File: src/hdl/vectorscope_point_mapper_top_defines.svh
// Assertion helpers shared by the vectorscope mapper RTL.
`ifndef VECTORSCOPE_POINT_MAPPER_TOP_DEFINES_SVH
`define VECTORSCOPE_POINT_MAPPER_TOP_DEFINES_SVH

// Same-cycle implication.
`define VSPM_ASSERT_IMP(lbl, clk, rst, ante, cons, msg) \
  lbl: assert property (@(posedge clk) disable iff (rst) (ante) |-> (cons)) \
    else $error(msg);

// Next-cycle implication.
`define VSPM_ASSERT_NXT(lbl, clk, rst, ante, cons, msg) \
  lbl: assert property (@(posedge clk) disable iff (rst) (ante) |=> (cons)) \
    else $error(msg);

`endif

File: src/hdl/vspm_pkg.sv
package vspm_pkg;

  localparam int HALF_CANVAS   = 512;
  localparam int DIV_UV_STEPS  = 20;
  localparam int DIV_C_STEPS   = 8;
  localparam int NUM_STAGES    = 1 + DIV_UV_STEPS + 6 + DIV_C_STEPS;

  typedef enum logic [2:0] {
    REG_AREA_X_FIRST = 3'd0,
    REG_AREA_X_LAST  = 3'd1,
    REG_AREA_Y_FIRST = 3'd2,
    REG_AREA_Y_LAST  = 3'd3,
    REG_FIELD_SELECT = 3'd4,
    REG_PLOT_MODE    = 3'd5,
    REG_IRE_RANGE    = 3'd6
  } reg_idx_t;

  localparam logic [1:0] FIELD_FIRST  = 2'd1;
  localparam logic [1:0] FIELD_SECOND = 2'd2;

  localparam logic [7:0] ALPHA_DENSITY = 8'd14;
  localparam logic [7:0] ALPHA_FULL    = 8'd255;

  typedef struct packed {
    logic [10:0]        area_x_first;
    logic [10:0]        area_x_last;
    logic [9:0]         area_y_first;
    logic [9:0]         area_y_last;
    logic [1:0]         field_select;
    logic [2:0]         plot_mode;
    logic signed [16:0] ire_range;
  } cfg_t;

  // Classified sample handed from front to back.
  typedef struct packed {
    logic       ok;
    logic       multi;
    logic [9:0] x;
    logic [9:0] y;
    logic [7:0] red;
    logic [7:0] green;
    logic [7:0] blue;
    logic [7:0] alpha;
  } item_t;

endpackage

File: src/hdl/vspm_ifs.sv


interface vspm_item_if;
  logic            valid;
  logic            ready;
  vspm_pkg::item_t item;
  modport source (output valid, item, input ready);
  modport sink   (input valid, item, output ready);
endinterface

File: src/hdl/vspm_queue.sv
`include "vectorscope_point_mapper_top_defines.svh"

// Two-word skid queue between front and back.
module vspm_queue (
  input  logic        clk,
  input  logic        rst,
  vspm_item_if.sink   push,
  vspm_item_if.source pop
);

  vspm_pkg::item_t mem [2];
  logic       wr_ptr, rd_ptr;
  logic [1:0] cnt;
  logic       do_push, do_pop;

  assign push.ready = (cnt != 2'd2);
  assign pop.valid  = (cnt != 2'd0);
  assign pop.item   = mem[rd_ptr];
  assign do_push    = push.valid && push.ready;
  assign do_pop     = pop.valid && pop.ready;

  always_ff @(posedge clk) begin
    if (rst) begin
      wr_ptr <= 1'b0;
      rd_ptr <= 1'b0;
      cnt    <= 2'd0;
    end else begin
      if (do_push) begin
        wr_ptr <= ~wr_ptr;
      end
      if (do_pop) begin
        rd_ptr <= ~rd_ptr;
      end
      cnt <= cnt + {1'b0, do_push} - {1'b0, do_pop};
    end
  end

  always_ff @(posedge clk) begin
    if (do_push) begin
      mem[wr_ptr] <= push.item;
    end
  end

  `VSPM_ASSERT_IMP(a_cnt_max, clk, rst, 1'b1, cnt <= 2'd2, "queue overfilled")
  `VSPM_ASSERT_NXT(a_cnt_up, clk, rst, do_push && !do_pop, cnt == $past(cnt) + 2'd1, "push lost")
  `VSPM_ASSERT_NXT(a_cnt_dn, clk, rst, do_pop && !do_push, cnt == $past(cnt) - 2'd1, "pop lost")

endmodule

File: src/flat_wrapper.sv
// flat-port wrapper written by rule: the top's interface ports become plain ports
module vspm_queue_flat 
  (clk, rst, push_valid, push_item, push_ready, pop_valid, pop_item, pop_ready);
  vspm_item_if push_i ();
  vspm_item_if pop_i ();
  input  logic clk;
  input  logic rst;
  input wire logic [$bits(push_i.valid)-1:0] push_valid;
  input wire logic [$bits(push_i.item)-1:0] push_item;
  output wire logic [$bits(push_i.ready)-1:0] push_ready;
  output wire logic [$bits(pop_i.valid)-1:0] pop_valid;
  output wire logic [$bits(pop_i.item)-1:0] pop_item;
  input wire logic [$bits(pop_i.ready)-1:0] pop_ready;
  assign push_i.valid = push_valid;
  assign push_i.item = push_item;
  assign push_ready = push_i.ready;
  assign pop_valid = pop_i.valid;
  assign pop_item = pop_i.item;
  assign pop_i.ready = pop_ready;
  vspm_queue u_core (.clk(clk), .rst(rst), .push(push_i), .pop(pop_i));
endmodule
File: config.mk
export PLATFORM = sky130hd
export DESIGN_NAME = vspm_queue_flat
export DESIGN_NICKNAME = d
export VERILOG_FILES = /design/src/hdl/vspm_pkg.sv /design/src/hdl/vspm_ifs.sv /design/src/hdl/vspm_queue.sv /design/src/flat_wrapper.sv
export VERILOG_INCLUDE_DIRS = /design/src /design/src/hdl
export SDC_FILE = /design/constraint.sdc
export NUM_CORES = 1
export LEC_CHECK = 0
export ABC_AREA = 1
export BUFFER_PORTS_ARGS = -buffer_cell sky130_fd_sc_hd__buf_2
export CAP_MARGIN = 15
export CORE_MARGIN = 3
export CORE_UTILIZATION = 56
export CTS_BUF_LIST = sky130_fd_sc_hd__clkbuf_16
export DETAILED_ROUTE_END_ITERATION = 10
export PLACE_DENSITY = 0.81
export SLEW_MARGIN = 20
export SYNTH_ARGS = -nofsm -noshare
export SYNTH_HDL_FRONTEND = slang
export SYNTH_SLANG_ARGS = --single-unit
File: constraint.sdc
create_clock -name clk -period 6.9 [get_ports clk]
set_input_delay 1.38 -clock clk [delete_from_list [all_inputs] [get_ports clk]]
set_output_delay 1.38 -clock clk [all_outputs]
set_load 0.01 [all_outputs]
======== Word level (Yosys, flattened, before mapping) ========
Memory sizes are Yosys's and may differ from the RTL's. A register that Yosys moved wholly into a read port is not among the register bits.
Index checks and enable logic that the tools add are counted.
Widths: inputs -> output; s select.
operators by class
  reductions and logical operators ........ 3
  bitwise gates (word level) .............. 2
  add/sub/neg operators ................... 2
  multiplexer cells ....................... 4
  equality and inequality tests ........... 1
operators with widths
  kind                number
  $mux 1              4
  $add 2x1->2         1
  $logic_and 1x1->1   2
  $ne 2x2->1 const B  1
  $not 1->1           2
  $reduce_bool 2->1   1
  $sub 2x1->2         1
word-level totals
  word-level logic and storage cells ...... 16
  output and inout port bits .............. 56
  bits of input ports ..................... 58
  memory bits (writable) .................. 108
  register bits after elaboration ......... 4
  memories kept ........................... 1
memory list
  name        depth  width  rd ports  clocked after Yosys merged registers in  wr ports  RTL line          RTL
  u_core.mem  2      54     1         1                                        1         vspm_queue.sv:11  vspm_pkg::item_t mem [2];

======== Longest topological paths before layout ========
  depth in word-level cells ............... 4
  depth in mapped cells ................... 10
  gate-level depth less buffers ........... 10

======== Worst setup path after synthesis ========
Ideal clock, no wire load.
  path type ............................... input to register
  from .................................... input push_valid
  to ...................................... memory u_core.mem[0][0] (netlist name) (enable)
  setup slack ............................. 2.724 ns
  stages .................................. 2
  setup time .............................. 0.466 ns
  required time ........................... 6.434 ns
  arrival ................................. 3.710 ns
  buffers on the path ..................... 0
  path through ............................ nand2_1 nor2_1
between the ends
  word-level cells in the longest chain between the ends .. 3
RTL lines
  element                       RTL line           RTL
  start: declaration            flat_wrapper.sv:8  input wire logic [$bits(push_i.valid)-1:0] push_valid;
  $logic_and 1x1->1             vspm_queue.sv:19   assign do_push = push.valid && push.ready;
  $mux 1                        vspm_queue.sv:39   if (do_push) begin
  $mux 1 (implied by the code)  vspm_queue.sv:40   mem[wr_ptr] <= push.item;
  end: declaration              vspm_queue.sv:11
No other way between the ends.

==> flow_summary_export.csv <==
group,metric,value,unit
run_status,status,"finished clean",
sta,skew,0.006849,ns
synth,ys_top_cells_by_area,"edfxtp_1 74%, mux2_4 17%, buf_12 2.3%, dfxtp_1 2.3%, mux2_2 1.0%",
synth,syn_area,0.004402,mm²
clock_network,clk_pin_slew,0.05,ns
global_routing,grt_max_degree,55,
floorplanning,start_util,0.5911,
worst_setup_path,cp_slowest_stage_delay,0.97,ns
detailed_routing,drt_iter0_markers,93,
worst_setup_path,crit_path_max_fanout,54,
floorplanning,die_w,94.66,µm
worst_setup_path,crit_type,"flop to output pin",
place,gp_congestion,0.7050,
clock_network,postCtsSetupRepairBufs,0,
synth,syn_inst,207,
clock_network,ctsResizeCount,0,
clock_network,ctsHoldBuffers,0,
place,dp_hpwl,4.490,mm
cells_and_area,drive_above_1_share,0.5747,
sta,holdWs,0.5123,ns
global_routing,grt.overflow.total,0,
floorplanning,rows,31,
worst_setup_path,cpLargestDelayFamily,"flip-flops",
cells_and_area,final_common_cell,"buf_2",
floorplanning,die_h,94.66,µm
clock_network,cts_max_path_buffers,2,
sta,tightest_slew,1.002,ns
worst_setup_path,path_depth,2,
power,p_per_area,403.8,mW/mm²
synth,yosysTopAreaCell,"edfxtp_1",
worst_setup_path,cp-end-kind,"output pin",
worst_setup_path,path_buf_inv,1,
detailed_routing,wl_per_cell,15.75,µm
clock_network,clk_latency,0.40,ns
sta,worst_slack,3.513,ns
detailed_routing,via_per_inst,4.951,
worst_setup_path,crit_arrival,2.01,ns
worst_setup_path,crit_path_top_delay_cell,"dfxtp_4",
global_routing,grt_pass1_wl,10.92,mm
worst_setup_path,reg2reg_depth,5,
synth,synth_cell_types,12,
clock_network,cts_tree,"done",
place,dp_slack,3.933,ns
sta,rsz0062_at_grt,"no",
floorplanning,boundaryPins,114,
hold_path,holdPathStages,2,
detailed_routing,drc_errors,0,
place,post_dp_cell_area,0.005006,mm²
detailed_routing,vias,2213,
sta,max_slew_margin,0.3318,
clock_network,htreeDepth,4,
power,peakVddDrop,0.2612,mV
sta,fin_crit_sh,0.4908,
sta,finalHoldViolCount,0,
sta,max_freq,0.2953,GHz
cells_and_area,syn_to_final_growth,26.86,%
power,power.leakage,2.289,nW
synth,synth_top_area_frac,0.7368,
synth,synth_warnings,0,
sta,tns,0,ns
global_routing,antenna_found_initial,0,
synth,ys_seq_area_frac,0.7595,
cells_and_area,final_cell_mix,"113 x buf_2, 108 x edfxtp_1, 50 x mux2_4",
synth,ys_ff_latch,113,
clock_network,clkSinkCount,113,
detailed_routing,drt_wl_total,7.041,mm
floorplanning,core_area,0.007447,mm²
floorplanning,design.die.area,0.008960,mm²
clock_network,root_buffer,"clkbuf_16",
flow_run,max-cap-violations,0,
cells_and_area,diodes,0,
place,port_buffers,113,
worst_setup_path,cp-start-kind,"flop",
power,finalPower,2.255,mW
synth,syn_nets,267,
worst_setup_path,crit_chain,"mux2_2 -> buf_2",
global_routing,grt_pass1_vias,2290,
detailed_routing,ant_nets,0,
global_routing,grtUsageTotal,0.1695,
sta,maxSlewViolCount,0,
sta,setup_viol,0,
synth,syn_avg_cell_area,21.26,µm²
hold_path,min_path_type,"flop to flop",
cells_and_area,fin_area,0.005584,mm²
sta,final.min_clock_period,3.387,ns
cells_and_area,nNetsFinal,395,
worst_setup_path,required,5.52,ns
detailed_routing,dr.pass1.iters,4,
clock_network,cts_made_buffers,17,
-- layout make-up --
class	count	area, µm²
multi-input combinational	78	917.1
clock buffer	17	425.4
inverter	10	37.54
sequential	113	3347
clock inverter	15	152.6
fill	477	1863
timing repair buffer	115	580.6
tap	99	123.9
-- state kept, by name, indices dropped and copies added, names as in the netlist, named ones only --
| signal | cells |
|---|---|
| u_core.rd_ptr | 1 |
| u_core.cnt | 2 |
| u_core.mem | 108 |
| u_core.wr_ptr | 1 |
-- report_power, final --
part | internal (mW) | switching (mW) | total [mW]
combinational | 0.255 | 0.210 | 0.465
sequential | 0.881 | 0.0769 | 0.958
clock | 0.557 | 0.275 | 0.833
total | 1.69 | 0.562 | 2.25
-- worst reg2reg max path: cells and delay by family, from the launching register on --
| kind | cells | cell delay (ns) |
|---|---|---|
| buf+inv | 2 | 0.62 |
| flops | 1 | 0.33 |
| simple gates | 3 | 0.60 |
-- final timing paths --
check                                                   end  slack [ns]                        from
worst max-delay path                            pop_item[1]        3.51                        flop
worst min-delay path             u_core.rd_ptr$_SDFFE_PP0P_        0.51  u_core.rd_ptr$_SDFFE_PP0P_
worst max register to register  u_core.mem[0][31]$_DFFE_PP_        4.96    u_core.cnt[0]$_SDFF_PP0_
worst min register to register   u_core.rd_ptr$_SDFFE_PP0P_        0.51  u_core.rd_ptr$_SDFFE_PP0P_
-- Yosys cell counts --
library cell  number
a21oi_1            2
buf_12             5
buf_6              1
dfxtp_1            5
edfxtp_1         108
ha_1               2
inv_1             10
mux2_2             4
mux2_4            50
nand2_1            8
nand3_1            3
nor2_1             9
-- metrics by stage --
step                      instances  utilization
after CTS                       447       0.7498
after floorplan                 207            -
after detailed placement        415       0.6722
final                           447       0.7498
after global routing            447       0.7498
after global placement          415       0.6722
-- kinds of logic after synthesis --
kind of cell,Yosys count,synth area share
AND/OR/NAND/NOR,20,0.01791
buffers and inverters,16,0.03383
multiplexers,54,0.1808
AO/OA/AOI/OAI,2,0.002274
flip-flops,113,0.7595
adder cells (fa/ha/maj),2,0.005684
-- metal layers --
metal / global-route usage / vias up / part of all wire
met5: 0 / - / 0
met4: 0.08293 / 0 / 0.015
met3: 0.06932 / 9 / 0.060
met2: 0.2854 / 74 / 0.54
met1: 0.1853 / 1078 / 0.38
li1: - / 1052 / -
(Power assumes the default switching activity.)
