--- src/hdl/vectorscope_point_mapper_top_defines.svh ---
// Assertion helpers shared by the vectorscope mapper RTL.
`ifndef VECTORSCOPE_POINT_MAPPER_TOP_DEFINES_SVH
`define VECTORSCOPE_POINT_MAPPER_TOP_DEFINES_SVH

// Same-cycle implication.
`define VSPM_ASSERT_IMP(lbl, clk, rst, ante, cons, msg) \
  lbl: assert property (@(posedge clk) disable iff (rst) (ante) |-> (cons)) \
    else $error(msg);

// Next-cycle implication.
`define VSPM_ASSERT_NXT(lbl, clk, rst, ante, cons, msg) \
  lbl: assert property (@(posedge clk) disable iff (rst) (ante) |=> (cons)) \
    else $error(msg);

`endif

--- src/hdl/vspm_pkg.sv ---
package vspm_pkg;

  localparam int HALF_CANVAS   = 512;
  localparam int DIV_UV_STEPS  = 20;
  localparam int DIV_C_STEPS   = 8;
  localparam int NUM_STAGES    = 1 + DIV_UV_STEPS + 6 + DIV_C_STEPS;

  typedef enum logic [2:0] {
    REG_AREA_X_FIRST = 3'd0,
    REG_AREA_X_LAST  = 3'd1,
    REG_AREA_Y_FIRST = 3'd2,
    REG_AREA_Y_LAST  = 3'd3,
    REG_FIELD_SELECT = 3'd4,
    REG_PLOT_MODE    = 3'd5,
    REG_IRE_RANGE    = 3'd6
  } reg_idx_t;

  localparam logic [1:0] FIELD_FIRST  = 2'd1;
  localparam logic [1:0] FIELD_SECOND = 2'd2;

  localparam logic [7:0] ALPHA_DENSITY = 8'd14;
  localparam logic [7:0] ALPHA_FULL    = 8'd255;

  typedef struct packed {
    logic [10:0]        area_x_first;
    logic [10:0]        area_x_last;
    logic [9:0]         area_y_first;
    logic [9:0]         area_y_last;
    logic [1:0]         field_select;
    logic [2:0]         plot_mode;
    logic signed [16:0] ire_range;
  } cfg_t;

  // Classified sample handed from front to back.
  typedef struct packed {
    logic       ok;
    logic       multi;
    logic [9:0] x;
    logic [9:0] y;
    logic [7:0] red;
    logic [7:0] green;
    logic [7:0] blue;
    logic [7:0] alpha;
  } item_t;

endpackage

--- src/hdl/vspm_ifs.sv ---
interface vspm_in_if;
  logic               valid;
  logic               ready;
  logic signed [17:0] chroma_u;
  logic signed [17:0] chroma_v;
  logic [9:0]         line_index;
  logic [10:0]        column_index;
  modport source (output valid, chroma_u, chroma_v, line_index, column_index, input ready);
  modport sink   (input valid, chroma_u, chroma_v, line_index, column_index, output ready);
endinterface


interface vspm_item_if;
  logic            valid;
  logic            ready;
  vspm_pkg::item_t item;
  modport source (output valid, item, input ready);
  modport sink   (input valid, item, output ready);
endinterface

--- src/hdl/vspm_front.sv ---
// Area / field / canvas checks and fixed colour choice.
module vspm_front (
  vspm_in_if.sink      in,
  vspm_item_if.source  q,
  input vspm_pkg::cfg_t cfg
);

  logic signed [17:0] ub, vb, uq, vq;
  logic [12:0]        xs, ys;
  logic [10:0]        xl;
  logic [9:0]         yl;
  logic               in_area, field_ok, on_canvas, blend, density, multi, parity;
  vspm_pkg::item_t    it;

  assign in.ready = q.ready;
  assign q.valid  = in.valid;
  assign q.item   = it;

  always_comb begin
    // divide by 64, truncated toward zero
    ub = in.chroma_u + (in.chroma_u[17] ? 18'sd63 : 18'sd0);
    vb = in.chroma_v + (in.chroma_v[17] ? 18'sd63 : 18'sd0);
    uq = ub >>> 6;
    vq = vb >>> 6;
    xs = 13'd512 + {uq[11], uq[11:0]};
    ys = 13'd512 - {vq[11], vq[11:0]};
    on_canvas = (xs[12:10] == 3'd0) && (ys[12:10] == 3'd0);

    xl = (cfg.area_x_last < cfg.area_x_first) ? cfg.area_x_first : cfg.area_x_last;
    yl = (cfg.area_y_last < cfg.area_y_first) ? cfg.area_y_first : cfg.area_y_last;
    in_area = (in.column_index >= cfg.area_x_first) && (in.column_index <= xl) &&
              (in.line_index >= cfg.area_y_first) && (in.line_index <= yl);

    parity   = in.line_index[0];
    field_ok = !((cfg.field_select == vspm_pkg::FIELD_FIRST) && parity) &&
               !((cfg.field_select == vspm_pkg::FIELD_SECOND) && !parity);

    blend   = cfg.plot_mode[0];
    density = cfg.plot_mode[1];
    multi   = cfg.plot_mode[2];

    it       = '0;
    it.ok    = in_area && field_ok && on_canvas;
    it.x     = xs[9:0];
    it.y     = ys[9:0];
    it.alpha = density ? vspm_pkg::ALPHA_DENSITY : vspm_pkg::ALPHA_FULL;
    it.green = 8'd255;
    if (multi) begin
      // non-positive IRE range falls back to green
      it.multi = (cfg.ire_range > 17'sd0);
    end else if (cfg.field_select == vspm_pkg::FIELD_SECOND) begin
      it.blue = 8'd255;
    end else if (cfg.field_select == vspm_pkg::FIELD_FIRST) begin
      it.red = 8'd255;
    end else if (blend || density) begin
      it.red  = parity ? 8'd0 : 8'd255;
      it.blue = parity ? 8'd255 : 8'd0;
    end
    if (!it.ok) begin
      it = '0;
    end
  end

endmodule

--- src/flat_wrapper.sv ---
// flat-port wrapper written by rule: the top's interface ports become plain ports
module vspm_front_flat 
  (cfg, in_valid, in_chroma_u, in_chroma_v, in_line_index, in_column_index, in_ready, q_valid, q_item, q_ready);
  vspm_in_if in_i ();
  vspm_item_if q_i ();
  input vspm_pkg::cfg_t cfg;
  input wire logic [$bits(in_i.valid)-1:0] in_valid;
  input wire logic [$bits(in_i.chroma_u)-1:0] in_chroma_u;
  input wire logic [$bits(in_i.chroma_v)-1:0] in_chroma_v;
  input wire logic [$bits(in_i.line_index)-1:0] in_line_index;
  input wire logic [$bits(in_i.column_index)-1:0] in_column_index;
  output wire logic [$bits(in_i.ready)-1:0] in_ready;
  output wire logic [$bits(q_i.valid)-1:0] q_valid;
  output wire logic [$bits(q_i.item)-1:0] q_item;
  input wire logic [$bits(q_i.ready)-1:0] q_ready;
  assign in_i.valid = in_valid;
  assign in_i.chroma_u = in_chroma_u;
  assign in_i.chroma_v = in_chroma_v;
  assign in_i.line_index = in_line_index;
  assign in_i.column_index = in_column_index;
  assign in_ready = in_i.ready;
  assign q_valid = q_i.valid;
  assign q_item = q_i.item;
  assign q_i.ready = q_ready;
  vspm_front u_core (.in(in_i), .q(q_i), .cfg(cfg));
endmodule
--- config.mk ---
export PLATFORM = sky130hd
export DESIGN_NAME = vspm_front_flat
export DESIGN_NICKNAME = d
export VERILOG_FILES = /design/src/hdl/vectorscope_point_mapper_top_defines.svh /design/src/hdl/vspm_pkg.sv /design/src/hdl/vspm_ifs.sv /design/src/hdl/vspm_front.sv /design/src/flat_wrapper.sv
export SDC_FILE = /design/constraint.sdc
export NUM_CORES = 1
export LEC_CHECK = 0
export BUFFER_PORTS_ARGS = -buffer_cell sky130_fd_sc_hd__buf_2
export CAP_MARGIN = 15
export CORE_UTILIZATION = 50
export DETAILED_ROUTE_END_ITERATION = 12
export PLACE_DENSITY = 0.95
export SYNTH_ARGS = -nofsm -noshare
export SYNTH_HDL_FRONTEND = slang
export SYNTH_SLANG_ARGS = --single-unit
--- constraint.sdc ---
create_clock -name vclk -period 17.3
set_input_delay 3.46 -clock vclk [all_inputs]
set_output_delay 3.46 -clock vclk [all_outputs]
set_load 0.005 [all_outputs]
## Word-level counts from Yosys, hierarchy flattened

Cells that the tools add are included.

- Flip-flop bits (word level): 0
- Word-level logic and storage cells: 45

- $add $sub $neg: 4
- Magnitude comparators: 7
- Eq/ne operators: 2
- Multiplexer cells: 17
- Reduce and logical (&&, ||, !) cells: 15

Operators with widths:

| operator | count |
|---|---|
| 2-to-1 mux 8 bit | 11 |
| 2-to-1 mux 54 bit | 1 |
| adder 18 x 7 -> 18 bit | 2 |
| greater-than comparator 17 x 1 -> 1 bit (second input constant) | 1 |
| adder 11 x 12 -> 13 bit (first input constant) | 1 |
| subtractor 11 x 12 -> 13 bit (first input constant) | 1 |
| 2-to-1 mux 6 bit | 2 |
| greater-or-equal comparator 11 bit | 1 |
| <= comparator 11 bit | 1 |
| < comparator 11 bit | 1 |
| 2-to-1 mux 11 bit | 1 |
| greater-or-equal comparator 10 bit | 1 |
| <= comparator 10 bit | 1 |
| < comparator 10 bit | 1 |
| 2-to-1 mux 10 bit | 1 |
| logical AND 1 bit | 9 |
| logical NOT 3 bit | 2 |
| logical NOT 1 bit | 3 |
| equality test 2 x 1 -> 1 bit (second input constant) | 1 |
| equality test 2 bit (second input constant) | 1 |
| logical OR 1 bit | 1 |
| 2-to-1 mux 1 bit | 1 |

## Depth between registers and ports, before layout

Gate-level depths: netlist (run 1).

- Depth in word-level cells: 9
- Depth in mapped cells: 21
- Depth with buffers taken out: 18

## Worst setup path before layout (run 1)

No wires, ideal clock.

- Kind: input to output
- From: in cfg[54] in the netlist's numbering
- To: out q_item[10]
- Arrival time: 7.243 ns
- Slack: 6.597 ns
- Stages on the path: 20
- Buffers on the path: 2
- Cell sequence: inv_1 > ha_1 > a21oi_1 > nor2b_1 > o21ai_0 > a21oi_1 > or4_1 > a31oi_1 > buf_2 > mux2i_1 > ha_1 > nor2b_1 > o31ai_1 > a21oi_1 > o21ai_0 > a21oi_1 > a31oi_1 > nand4_4 > nor3_1 > buf_4

- Word-level cells in the longest chain between the ends: 9

Ends and longest elaborated chain:

| what | line | RTL |
|---|---|---|
| start, declared | flat_wrapper.sv:6 | `input vspm_pkg::cfg_t cfg;` |
| < comparator 11 bit | vspm_front.sv:29 | `xl = (cfg.area_x_last < cfg.area_x_first) ? cfg.area_x_first : cfg.area_x_last;` |
| 2-to-1 mux 11 bit | vspm_front.sv:29 |  |
| <= comparator 11 bit | vspm_front.sv:31 | `in_area = (in.column_index >= cfg.area_x_first) && (in.column_index <= xl) &&` |
| logical AND 1 bit (*) (2 in a row) | vspm_front.sv:31 |  |
| logical AND 1 bit (*) | vspm_front.sv:32 | `(in.line_index >= cfg.area_y_first) && (in.line_index <= yl);` |
| logical AND 1 bit (*) (2 in a row) | vspm_front.sv:43 | `it.ok = in_area && field_ok && on_canvas;` |
| 2-to-1 mux 54 bit (*) | vspm_front.sv:59 | `if (!it.ok) begin` |
| end, declared | flat_wrapper.sv:14 | `output wire logic [$bits(q_i.item)-1:0] q_item;` |

Every way passes the cells marked *; elsewhere a longest branch is shown, timed or not.

## Worst setup path after layout (run 1)

- From: in cfg[54] in the netlist's numbering
- To: out q_item[27]

The elaborated chain is that of the path after synthesis.

==> run metrics, run 1 <==
chip height=79.6 microns; total negative slack=0 ns; RSZ-0062 raised after global routing=no; initial antenna violation count=0; crit-path cells=buf_2, inv_1, ha_1, a21oi_1, nor2b_1, o21ai_0, a21oi_1, or4_1, a31oi_1, buf_4, mux2i_1, ha_1, nor2b_1, o31ai_1, a21oi_1, o21ai_0, a21oi_1, a31oi_1, nand4_4, nor3_1, buf_2; post-synthesis sequential area ratio=0; post-place setup slack=5.33 ns; Synth-to-Final Area Change=23.3%; # diodes=0; Syn Inst Count=388; Post-CTS Setup Inserts=0; Routed wire per std cell=13.7 microns; I/O Pins=179; vias per cell=5.45; Syn. warnings=0; VDD IR max=0.0000154 V; Core Box Area=0.00564 sq mm; Setup-failing EPs final=0; placer congestion estimate=0.854; fin crit share=0.694; # resized after CTS=0; Non-Filler Instances=600; Initial Util=0.534; die area=0.00634 sq mm; worst hold path cell count=0; Core Rows=27; slowest CP cell=nor3_1; CP max FO=25; worst hold path class=primary input to output pin; Placed Instances=600; Fin. Hold Viols=0; DR pass1 iterations=4; setup slack after layout=5.29 ns; largest net degree at the start of global routing=26; Worst path most repeated cell=a21oi_1; Static Leak=2.11 nW; Max Transition Viols Final=0; DRT antenna net count=0; Sequential Area=0 sq um; vias in the first global route=3133; critical path class=primary input to output pin; status=finished, final reports clean; Tmin final=12.01 ns; routed via count=3272; crit path buf inv count=4; CLK BUF=0; hold path startpoint=q_ready; hpwl dp=7300 microns; Netlist Area Pre-Place=0.00301 sq mm; Tot Pwr=0.0000874 W; slew margin rel.=0.527; Starting DRT DRC Count=109; GRT Overall Usage=0.248; total of max-cap violations=0; count of cell types in the netlist=57; PwrDens=23.5 mW/mm^2; filler instances=458; Final nets=726; layout cells sized above 1=0.400; final WL=8200 microns; crit-path leading delay family=simple AND/OR/NAND/NOR gates; Overflow after GRT=0; IO buf count=175; critical path endpoint category=output pin; Critical Path Start Type=primary input; first-pass GRT wire length=13200 microns; syn nets=584; mean post-synth cell area=7.76 sq um; hold_buf cts=0; Req. time, crit path=13.84 ns; Slew @ Worst Pin=0.704 ns; Die Width=79.6 microns; drt drc=0; most frequent cells in the layout=175 x buf_2, 73 x ha_1, 33 x inv_1; Hold EP=in_ready; Core Util, Final=0.658; critical path's largest stage delay=0.76 ns; fmax=83.2 MHz; FFs & Latches=0; commonest non-fill, non-tap cell in the layout=buf_2; critical path arrival=8.55 ns
==> where the power goes <==
part	leakage, nW	internal [W]	switching (W)	total [W]
Combinational	2.11	0.0000411	0.0000463	0.0000874
Sequential	0	0	0	0
Clock	0	0	0	0
Total	2.11	0.0000411	0.0000463	0.0000874
==> cell usage after synthesis (all sizes together) (3+ instances only) <==
master  instances  area (sq um)
xor2           14           123
o21ai          19          95.1
buf            37           280
a31oi           3          18.8
nor3            8          40.0
nor4            8          50.1
o211ai          4          35.0
xnor2           6          52.6
a21o            6          45.0
nand4          16           130
a21oi          20           100
o21a            5          37.5
ha             73           913
nand2          16          60.1
nand2b          6          37.5
and3            4          25.0
nor2           39           201
nand3           8          40.0
a211oi          5          37.5
a211o           3          35.0
mux2i          20           200
nor2b           6          37.5
inv            33           124
==> per-stage QoR <==
| step | hold WS (ns) | area [sq um] |
|---|---|---|
| floorplan | 6.94 | 3010 |
| global placement | 6.92 | 3710 |
| detailed placement | 6.92 | 3710 |
| CTS | 6.92 | 3710 |
| global route | 6.92 | 3710 |
| finish | 6.92 | 3710 |
==> layout make-up <==
| class | instances | area, sq um | share of cell area |
|---|---|---|---|
| Tap cell | 72 | 90.1 | 0.0243 |
| Inverter | 33 | 124 | 0.0334 |
| Multi-Input combinational cell | 318 | 2610 | 0.702 |
| Timing Repair Buffer | 177 | 891 | 0.240 |
==> kinds of logic after synthesis <==
| kind of cell | after synthesis | share of synthesized area |
|---|---|---|
| xor+xnor | 20 | 0.0582 |
| fa+ha+maj | 73 | 0.303 |
| buf+inv | 70 | 0.134 |
| mux | 22 | 0.0739 |
| simple gates | 119 | 0.229 |
| compound gates | 84 | 0.202 |
==> routing by layer <==
metal	wire length, microns	GRT usage	up-vias
met1	3500	0.302	1467
li1	-	-	1684
met3	367	0.00457	10
met2	4240	0.485	111
met4	92	0.0364	0
met5	0	0	-
==> how the worst max path moves through the flow <==
| stage | start | to | slack (ns) | depth (start not counted) |
|---|---|---|---|---|
| 2_1_floorplan | cfg[54] | q_item[10] | 6.60 | 20 |
| 3_3_place_gp | cfg[54] | q_item[30] | 5.66 | 21 |
| 3_5_place_dp | cfg[54] | q_item[13] | 5.33 | 21 |
| 4_1_cts | cfg[54] | q_item[13] | 5.32 | 21 |
| 5_1_grt | cfg[54] | q_item[26] | 4.87 | 21 |
| 6_report | cfg[54] | q_item[27] | 5.29 | 21 |
Note: power is estimated with default switching activity, not from simulation.
==> inputs of run 2 (changes only) <==
--- a/config.mk
+++ b/config.mk
@@ -5,11 +5,12 @@
 export SDC_FILE = /design/constraint.sdc
 export NUM_CORES = 1
 export LEC_CHECK = 0
+export ABC_AREA = 1
 export BUFFER_PORTS_ARGS = -buffer_cell sky130_fd_sc_hd__buf_2
 export CAP_MARGIN = 15
-export CORE_UTILIZATION = 50
+export CORE_UTILIZATION = 45
 export DETAILED_ROUTE_END_ITERATION = 12
-export PLACE_DENSITY = 0.95
+export PLACE_DENSITY = 0.88
 export SYNTH_ARGS = -nofsm -noshare
 export SYNTH_HDL_FRONTEND = slang
 export SYNTH_SLANG_ARGS = --single-unit
==> constraint.sdc (replaced) <==
create_clock -name vclk -period 10.7
set_input_delay 2.14 -clock vclk [all_inputs]
set_output_delay 2.14 -clock vclk [all_outputs]
set_load 0.005 [all_outputs]
==> run 2 against run 1 <==
Utilization shrank 9.7 points. Final cell count up 42%. Total power up 93%. Wire length is 17% higher. Global-route usage shrank 3.0 points. First-iteration DRC count grew 22%. Flip-flop and latch count is the same. Via count grew 28%. Synthesized cell count increased by 57%. Largest cell class unchanged. Highest routed layer unchanged.
==> run metrics, run 2 <==
IO buf count=175 (unchanged); cell taking the most area after synthesis=ha_1; hpwl dp=8510 microns (+17%); RSZ-0062 raised after global routing=no; Tmin final=8.37 ns; crit-path cells=buf_2, inv_1, ha_1, nand4_1, a2111o_1, o211ai_1, buf_4, nor2_1, a21oi_1, ha_1, nand2_1, inv_1, nand2_1, inv_1, nand2_1, nand3_1, nand2_1, nand3_1, nor2_1, nand4_1, nor2_1, nand3_2, nor3_1, buf_2; Post-Route M1 WL=4520 microns (+29%); synth top area cells=ha_1 25%, nand2_1 15%, inv_1 9.2%, buf_4 6.4%, a21oi_1 5.9%; initial antenna violation count=0 (unchanged); I/O Pins=179 (unchanged); syn nets=807 (+38%); Req. time, crit path=8.56 ns (-5.28 ns); Die Width=91.8 microns (+15%); Worst path most repeated cell=nand2_1; placer congestion estimate=0.935 (+9.5%); critical path endpoint category=output pin; Routed wire per std cell=11.3 microns (-18%); FFs & Latches=0 (unchanged); commonest non-fill, non-tap cell in the layout=buf_2; critical path arrival=6.23 ns (-2.32 ns); # diodes=0 (unchanged); Final nets=947 (+30%); Starting DRT DRC Count=133 (+22%); first-pass GRT wire length=15600 microns (+19%); Sequential Area=0 sq um (unchanged); Sw Share=0.588 (+0.0587); Overflow after GRT=0 (unchanged); post-synthesis sequential area ratio=0 (unchanged); Core Box Area=0.00777 sq mm (+38%); WL met3=527 microns (+44%); synth cell count leaders=143 x nand2_1, 89 x inv_1, 73 x ha_1, 56 x nor2_1, 43 x a21oi_1; Core Rows=32 (+19%); slowest CP cell=nor3_1; worst hold path class=primary input to output pin; hold_buf cts=0 (unchanged); combinational share of power=1.000 (about the same); critical path class=primary input to output pin; final WL=9570 microns (+17%); Syn. warnings=0 (unchanged); Slew @ Worst Pin=0.717 ns (+0.0131 ns); P_sw=0.0000990 W (+110%); Static Leak=2.66 nW (+26%); most frequent cells in the layout=175 x buf_2, 143 x nand2_1, 89 x inv_1; routed via count=4177 (+28%); fin crit share=0.782; mean post-synth cell area=5.94 sq um (-23%); total negative slack=0 ns (unchanged); drt drc=0 (unchanged); Initial Util=0.467 (-0.0665); Netlist Area Pre-Place=0.00363 sq mm (+21%); count of cell types in the netlist=36 (-37%); Placed Instances=851 (+42%); die area=0.00843 sq mm (+33%); Non-Filler Instances=851 (+42%); slew margin rel.=0.521 (-0.00565); Tot Pwr=0.000168 W (+93%); Setup-failing EPs final=0 (unchanged); Yosys top cell area share=0.252 (-0.0516); Synth-to-Final Area Change=20.0%; layout cells sized above 1=0.307 (-0.0925); VDD IR max=0.0000207 V (+35%); Fin. Hold Viols=0 (unchanged); chip height=91.8 microns (+15%); Reg power frac=0 (unchanged); Internal=0.0000693 W (+69%); GRT Overall Usage=0.218 (-0.0302); Syn Inst Count=611 (+57%); Max Transition Viols Final=0 (unchanged); DR pass1 iterations=4 (unchanged); CP max FO=25 (unchanged); most frequent cell after synthesis=nand2_1; CLK BUF=0 (unchanged); filler instances=796 (+74%); Clock Power Share=0 (unchanged); status=finished, final reports clean; fmax=120 MHz; largest net degree at the start of global routing=26 (unchanged); total of max-cap violations=0 (unchanged); PwrDens=38.6 mW/mm^2 (+64%); vias in the first global route=3748 (+20%); met2 wire len=4490 microns (+5.9%); Critical Path Start Type=primary input; Post-CTS Setup Inserts=0 (unchanged); Max Used Layer=met4; critical path's largest stage delay=0.67 ns (-0.09 ns); vias per cell=4.91 (-10%); DRT antenna net count=0 (unchanged); # resized after CTS=0 (unchanged)
## run 2: cells by family after synthesis
| group | Yosys count | synth area share |
|---|---|---|
| xor+xnor | 13 | 0.0314 |
| simple gates | 310 | 0.412 |
| buf+inv | 137 | 0.182 |
| compound gates | 78 | 0.123 |
| fa+ha+maj | 73 | 0.252 |
## run 2: through the flow
stage / hold slack, ns / area (sq um) / setup WS (ns) / utilization
floorplan: 4.35 / 3630 / 3.12 / -
global placement: 4.28 / 4360 / 2.43 / 0.561
detailed placement: 4.28 / 4360 / 2.31 / 0.561
CTS: 4.28 / 4360 / 2.31 / 0.561
global route: 4.28 / 4360 / 1.86 / 0.561
finish: 4.28 / 4360 / 2.33 / 0.561
## run 2: area by class of cell
type / instances / area (sq um) / area share
well taps: 102 / 128 / 0.0293
multi-input cells: 474 / 2970 / 0.682
inverters: 98 / 368 / 0.0845
repair buffers: 177 / 891 / 0.205
## run 2: path summary, 6_finish.rpt
kind  startpoint          to  slack (ns)  cells after the start
max      cfg[63]  q_item[30]        2.33                     24
min      q_ready    in_ready        4.28                      0
## run 2: layer usage
metal,GRT usage,vias to the layer above
met1,0.281,1769
li1,-,2273
met4,0.00781,0
met5,0,-
met3,0.0133,2
met2,0.415,133
## run 2: power by group through the flow
stage                     Combinational [W]  Clock [W]  Sequential [W]
after floorplan                    0.000114          0               0
after detailed placement           0.000167          0               0
after global routing               0.000193          0               0
after global placement             0.000163          0               0
after CTS                          0.000168          0               0
final                              0.000168          0               0
## run 2: critical path: cells and delay by family
| kind | cells | cell delay, ns |
|---|---|---|
| and+or+nand+nor | 13 | 2.19 |
| AOI/OAI and AO/OA | 3 | 0.62 |
| adders and majority gates | 2 | 0.58 |
| buffers and inverters | 6 | 0.69 |
